$ cat config.mk
export PLATFORM = sky130hd
export DESIGN_NAME = rm_cell
export DESIGN_NICKNAME = d
export VERILOG_FILES = /design/src/rtl/rm_pkg.sv /design/src/rtl/rm_cell.sv
export SDC_FILE = /design/constraint.sdc
export NUM_CORES = 1
export LEC_CHECK = 0
export BUFFER_PORTS_ARGS = -buffer_cell sky130_fd_sc_hd__buf_4
export CORE_MARGIN = 3
export CORE_UTILIZATION = 47
export DETAILED_ROUTE_END_ITERATION = 10
export PLACE_DENSITY = 0.88
export SLEW_MARGIN = 20
export SYNTH_ARGS = -nofsm -noshare
export SYNTH_HDL_FRONTEND = slang
export SYNTH_SLANG_ARGS = --single-unit
$ cat constraint.sdc
create_clock -name i_clk -period 3.7 [get_ports i_clk]
set_input_delay 0.185 -clock i_clk [delete_from_list [all_inputs] [get_ports i_clk]]
set_output_delay 0.185 -clock i_clk [all_outputs]
set_load 0.02 [all_outputs]
$ cat src/rtl/rm_pkg.sv
// Package for the running median: sizes, payload types and cell control.
`default_nettype none
package rm_pkg;

    localparam int CAPACITY    = 64;
    localparam int SAMPLE_BITS = 32;
    localparam int MEDIAN_BITS = SAMPLE_BITS + 1;
    localparam int CNT_W       = $clog2(CAPACITY + 1);
    localparam int IDX_W       = $clog2(CAPACITY);
    localparam int GROUP       = 8;
    localparam int NGROUPS     = (CAPACITY + GROUP - 1) / GROUP;

    typedef logic signed [SAMPLE_BITS-1:0] t_sample;
    typedef logic signed [MEDIAN_BITS-1:0] t_median;

    typedef struct packed {
        logic    restart;
        t_sample sample;
    } t_in_item;

    typedef struct packed {
        t_median          median_x2;
        logic [CNT_W-1:0] count;
        logic             overflow;
    } t_out_item;

    // per-cell write control for one insertion
    typedef struct packed {
        logic en;      // insertion happens this cycle
        logic in_use;  // cell holds a live entry
        logic at_end;  // cell is the first free slot
    } t_cell_ctl;

endpackage
`default_nettype wire

$ cat src/rtl/rm_cell.sv
// One cell of the sorted chain: holds one entry, shifts right on insertion.
`default_nettype none
module rm_cell
    import rm_pkg::*;
(
    input  wire logic      i_clk,
    input  wire t_cell_ctl i_ctl,
    input  wire t_sample   i_x,
    input  wire t_sample   i_left_val,
    input  wire logic      i_left_lt,
    output t_sample        o_val,
    output logic           o_lt
);

    t_sample r_val;
    t_sample n_val;
    logic    w_write;

    // new sample sorts below this entry
    assign o_lt = i_x < r_val;

    // a live entry above the sample moves up; the free slot takes the last one
    assign w_write = i_ctl.en && (i_ctl.at_end || (i_ctl.in_use && o_lt));
    assign n_val   = i_left_lt ? i_left_val : i_x;

    always_ff @(posedge i_clk) begin
        if (w_write) begin
            r_val <= n_val;
        end
    end

    assign o_val = r_val;

endmodule
`default_nettype wire

Word level (Yosys, flattened, before mapping)
Index checks and enable logic that the tools add are counted.

Input port bits: 69. Output and inout port bits: 33. Logic and storage cells: 6. Register bits after elaboration: 32.

$lt $le $gt $ge: 1. Mux-type cells: 1. Reduce and logical (&&, ||, !) cells: 3.

Operators by type and width (number): $lt 32x32->1 (1); $mux 32 (1); $logic_and 1x1->1 (2); $logic_or 1x1->1 (1).

Depth between registers and ports, before layout
Word-level depth: 4. Gate-level depth with buffers: 8. Depth with buffers taken out: 8.

Least setup slack after synthesis
No wires, ideal clock.

Path kind: register -> register. Start: register r_val[31] (netlist: o_val[31]). End: register r_val[0] (netlist: o_val[0]) (enable). Required time: 3308 ps. Library setup time: 392 ps. Period minus slack after synthesis: 3090 ps. Path slack: 610 ps. Cell stages (with the launch flop): 9. Arrival: 2699 ps. Path buffers: 0. Cells stage by stage: edfxtp_1 -> inv_1 -> ha_1 -> nand4_2 -> nor4_4 -> a211o_2 -> a211o_1 -> nor4_1 -> a221o_1.

Word-level cells in the longest chain between the ends: 4.

Ends and longest elaborated chain: from (decl) (RTL line rm_cell.sv:15) `t_sample r_val;`; from (signal assigned) (RTL line rm_cell.sv:28) `r_val <= n_val;`; $lt 32x32->1 (RTL line rm_cell.sv:20) `assign o_lt = i_x < r_val;`; $logic_and 1x1->1 (RTL line rm_cell.sv:23) `assign w_write = i_ctl.en && (i_ctl.at_end || (i_ctl.in_use && o_lt));`; $logic_or 1x1->1 (RTL line rm_cell.sv:23); $logic_and 1x1->1 (RTL line rm_cell.sv:23); named net w_write (RTL line rm_cell.sv:17) `logic w_write;`.

The timed path passes the listed nets, and every way through them passes these cells. A chain may end at the register's enable or synchronous reset.

Worst setup path in the final report
Start: register r_val[5] (netlist: o_val[5]). End: register r_val[27] (netlist: o_val[27]) (enable).

The elaborated chain is that of the path after synthesis.

==> out/summary.json <==
{
  "cp.required": {"value": 3680, "unit": "ps"},
  "synth_edf_count": {"value": 32},
  "final_antenna_net_count": {"value": 0},
  "utilization": {"value": 0.700},
  "minimum_setup_slack_after_placement": {"value": 741, "unit": "ps"},
  "cts_tree": {"value": "built"},
  "outcome": {"value": "finished clean"},
  "grtUsageMet2": {"value": 0.363},
  "wire_per_inst": {"value": 14.9, "unit": "um"},
  "most_used_routing_layer_in_global_routing": {"value": "met2"},
  "clock_tree.root_cell": {"value": "sky130_fd_sc_hd__clkbuf_8"},
  "design.final.nets": {"value": 392},
  "setup_violations": {"value": 0},
  "ctsHtreeMaxLevel": {"value": 2},
  "worst_path_largest_cell_delay": {"value": 450, "unit": "ps"},
  "cts_repair_resize_count": {"value": 0},
  "cp.buffers_inverters": {"value": 2},
  "syn_to_final_growth": {"value": 41.3, "unit": "%"},
  "synth_area_per_cell": {"value": 11.8, "unit": "sq um"},
  "synth.net_count": {"value": 286},
  "hold_viol": {"value": 0},
  "synth_sequential_area_ratio": {"value": 0.440},
  "design.portCount": {"value": 102},
  "route.detailed.vias_per_inst": {"value": 5.04},
  "min_period_over_period": {"value": 0.788},
  "portBuffers": {"value": 101},
  "largest_register_ffs": {"value": 32},
  "crit_path_cell_trace": {"value": "inv_1 -> ha_1 -> a211oi_2 -> o21bai_1 -> a2111oi_1 -> a2111oi_2 -> nor4_1 -> a221o_1 -> buf_4"},
  "synth_flop_cell": {"value": "sky130_fd_sc_hd__edfxtp_1"},
  "worstSetupEndpointType": {"value": "flip-flop"},
  "setup.worst_path.class": {"value": "flip-flop to flip-flop"},
  "post_cts_buffers": {"value": 0},
  "timing.hold.worst.class": {"value": "input port to flip-flop"},
  "worst_slew_margin_rel": {"value": 0.604},
  "static-leakage-power": {"value": 1.49, "unit": "nW"},
  "synthCells": {"value": 186},
  "power_per_cell_area": {"value": 330, "unit": "nW/um^2"},
  "timing.critical_path.from_type": {"value": "flip-flop"},
  "clk_pin_slew": {"value": 60, "unit": "ps"},
  "cp_top_family": {"value": "compound AO/OA/AOI/OAI gates"},
  "vias_in_the_first_global_route": {"value": 1785},
  "max-clock-path-buffers": {"value": 2},
  "gr-total-overflow": {"value": 0},
  "dieWidth": {"value": 74.2, "unit": "um"},
  "finalMaxSlewViolations": {"value": 0},
  "crit_fanout": {"value": 12},
  "ctsHoldBuffers": {"value": 0},
  "drv.max_cap_violation_count": {"value": 0},
  "period_minus_slack": {"value": 2910, "unit": "ps"},
  "postSynthRegisterBits": {"value": 32},
  "vdd.ir_drop.worst": {"value": 0.261, "unit": "mV"},
  "place.gp.congestion": {"value": 0.749},
  "gr-usage-all-layers": {"value": 0.192},
  "synth_warnings": {"value": 0},
  "clock_sink_count": {"value": 32},
  "drt-initial-drc-count": {"value": 62},
  "use_met1": {"value": 0.209},
  "drt_pre_antenna_iters": {"value": 4},
  "setup_ws": {"value": 786, "unit": "ps"},
  "tritoncts.num_buffers": {"value": 5},
  "core": {"value": 4410, "unit": "sq um"},
  "rsz0062_at_grt": {"value": "no"},
  "vias": {"value": 1740},
  "total_drc_errors_in_the_routed_layout": {"value": 0},
  "grt_start_max_net_pins": {"value": 33},
  "critical-path-slowest-cell": {"value": "sky130_fd_sc_hd__a2111oi_1"},
  "fin_tns_setup": {"value": 0, "unit": "ps"},
  "dp.final_hpwl": {"value": 4340, "unit": "um"},
  "worstMarginPinSlew": {"value": 579, "unit": "ps"},
  "first_pass_grt_wire_length": {"value": 7930, "unit": "um"},
  "n_antenna_cell": {"value": 0},
  "rows": {"value": 24},
  "worst_skew_pair.late_latency": {"value": 280, "unit": "ps"},
  "finalWirelength": {"value": 5140, "unit": "um"},
  "die_area": {"value": 5500, "unit": "sq um"},
  "grt_use_met3": {"value": 0.0486},
  "async_reset_ff_frac": {"value": 0},
  "netlist_area": {"value": 2190, "unit": "sq um"},
  "final.setup_skew": {"value": 2.39, "unit": "ps"},
  "reg2reg_slack": {"value": 790, "unit": "ps"},
  "antenna_found_initial": {"value": 0},
  "die_y": {"value": 74.2, "unit": "um"},
  "floorplan.initialDensity": {"value": 0.495},
  "ys_types": {"value": 30},
  "post_route_cells_drive_above_1_share": {"value": 0.502},
  "clock.fmax": {"value": 0.343, "unit": "GHz"},
  "timing.critical_path.arrival": {"value": 2890, "unit": "ps"}
}
==> worst reg2reg max path, cell delays in order (launching register included) <==
cell and delay (ps):
sky130_fd_sc_hd__edfxtp_1 380, sky130_fd_sc_hd__inv_1 70, sky130_fd_sc_hd__ha_1 240, sky130_fd_sc_hd__a211oi_2 230, sky130_fd_sc_hd__o21bai_1 100, sky130_fd_sc_hd__a2111oi_1 450, sky130_fd_sc_hd__a2111oi_2 150, sky130_fd_sc_hd__nor4_1 290
sky130_fd_sc_hd__a221o_1 410, sky130_fd_sc_hd__buf_4 290
==> report_power, final <==
| part | switching [mW] | internal [mW] |
|---|---|---|
| Clock | 0.121 | 0.131 |
| Sequential | 0.0149 | 0.440 |
| Combinational | 0.155 | 0.157 |
==> layer usage <==
layer / vias to the layer above / part of all wire / routed length, um
met2: 54 / 0.53 / 2750
met3: 5 / 0.069 / 355
met5: - / 0 / 0
met1: 791 / 0.38 / 1970
met4: 0 / 0.013 / 68
li1: 890 / - / -
==> cells by family after synthesis <==
| family | Yosys count | share of synthesized area |
|---|---|---|
| and+or+nand+nor | 28 | 0.0693 |
| AOI/OAI and AO/OA | 27 | 0.0841 |
| adders and majority gates | 31 | 0.177 |
| buffers and inverters | 35 | 0.0601 |
| muxes | 33 | 0.169 |
| DFF | 32 | 0.440 |
==> layout make-up <==
type                    instances  area [sq um]
inverters                      31           116
flip-flops and latches         32           961
well taps                      52          65.1
repair buffers                103           773
multi-input cells             119          1090
clock buffers                   7          76.3
clock inverters                 1          3.75
fillers                       338          1330
==> path summary, 6_finish.rpt <==
| path | from | end | cells after the start |
|---|---|---|---|
| worst max-delay path | o_val[5]$_DFFE_PP_ | o_val[27]$_DFFE_PP_ | 9 |
| worst max register to register | o_val[5]$_DFFE_PP_ | o_val[27]$_DFFE_PP_ | 9 |
| worst min register to register | o_val[30]$_DFFE_PP_ | o_val[7]$_DFFE_PP_ | 5 |
| worst min-delay path | i_left_val[6] | o_val[6]$_DFFE_PP_ | 2 |
==> cell usage after synthesis, types with 3 or more instances <==
| cell | n | area (sq um) |
|---|---|---|
| sky130_fd_sc_hd__edfxtp_1 | 32 | 961 |
| sky130_fd_sc_hd__o21ai_0 | 4 | 20.0 |
| sky130_fd_sc_hd__nand4_1 | 3 | 18.8 |
| sky130_fd_sc_hd__nor2_1 | 9 | 33.8 |
| sky130_fd_sc_hd__a21oi_1 | 11 | 55.1 |
| sky130_fd_sc_hd__ha_1 | 31 | 388 |
| sky130_fd_sc_hd__inv_1 | 31 | 116 |
| sky130_fd_sc_hd__nand2_1 | 10 | 37.5 |
| sky130_fd_sc_hd__mux2_2 | 32 | 360 |
| sky130_fd_sc_hd__buf_1 | 3 | 11.3 |
==> stage by stage <==
step | cells | instance area (sq um) | power, mW | hold WS (ps)
after floorplan | 186 | 2190 | 0.633 | 405
after global placement | 337 | 3010 | 0.768 | 490
after detailed placement | 337 | 3010 | 0.778 | 490
after CTS | 345 | 3090 | 1.03 | 198
after global routing | 345 | 3090 | 1.08 | 195
final | 345 | 3090 | 1.02 | 207
==> layout by cell type (no fill, tap or decap), types with 2 or more instances in the layout <==
master / count
sky130_fd_sc_hd__a21oi_1: 11
sky130_fd_sc_hd__buf_4: 103
sky130_fd_sc_hd__clkbuf_1: 2
sky130_fd_sc_hd__clkbuf_8: 5
sky130_fd_sc_hd__edfxtp_1: 32
sky130_fd_sc_hd__ha_1: 31
sky130_fd_sc_hd__inv_1: 31
sky130_fd_sc_hd__mux2_2: 32
sky130_fd_sc_hd__nand2_1: 10
sky130_fd_sc_hd__nand4_1: 3
sky130_fd_sc_hd__nor2_1: 9
sky130_fd_sc_hd__o21ai_0: 4
Note: power is estimated with default switching activity, not from simulation.
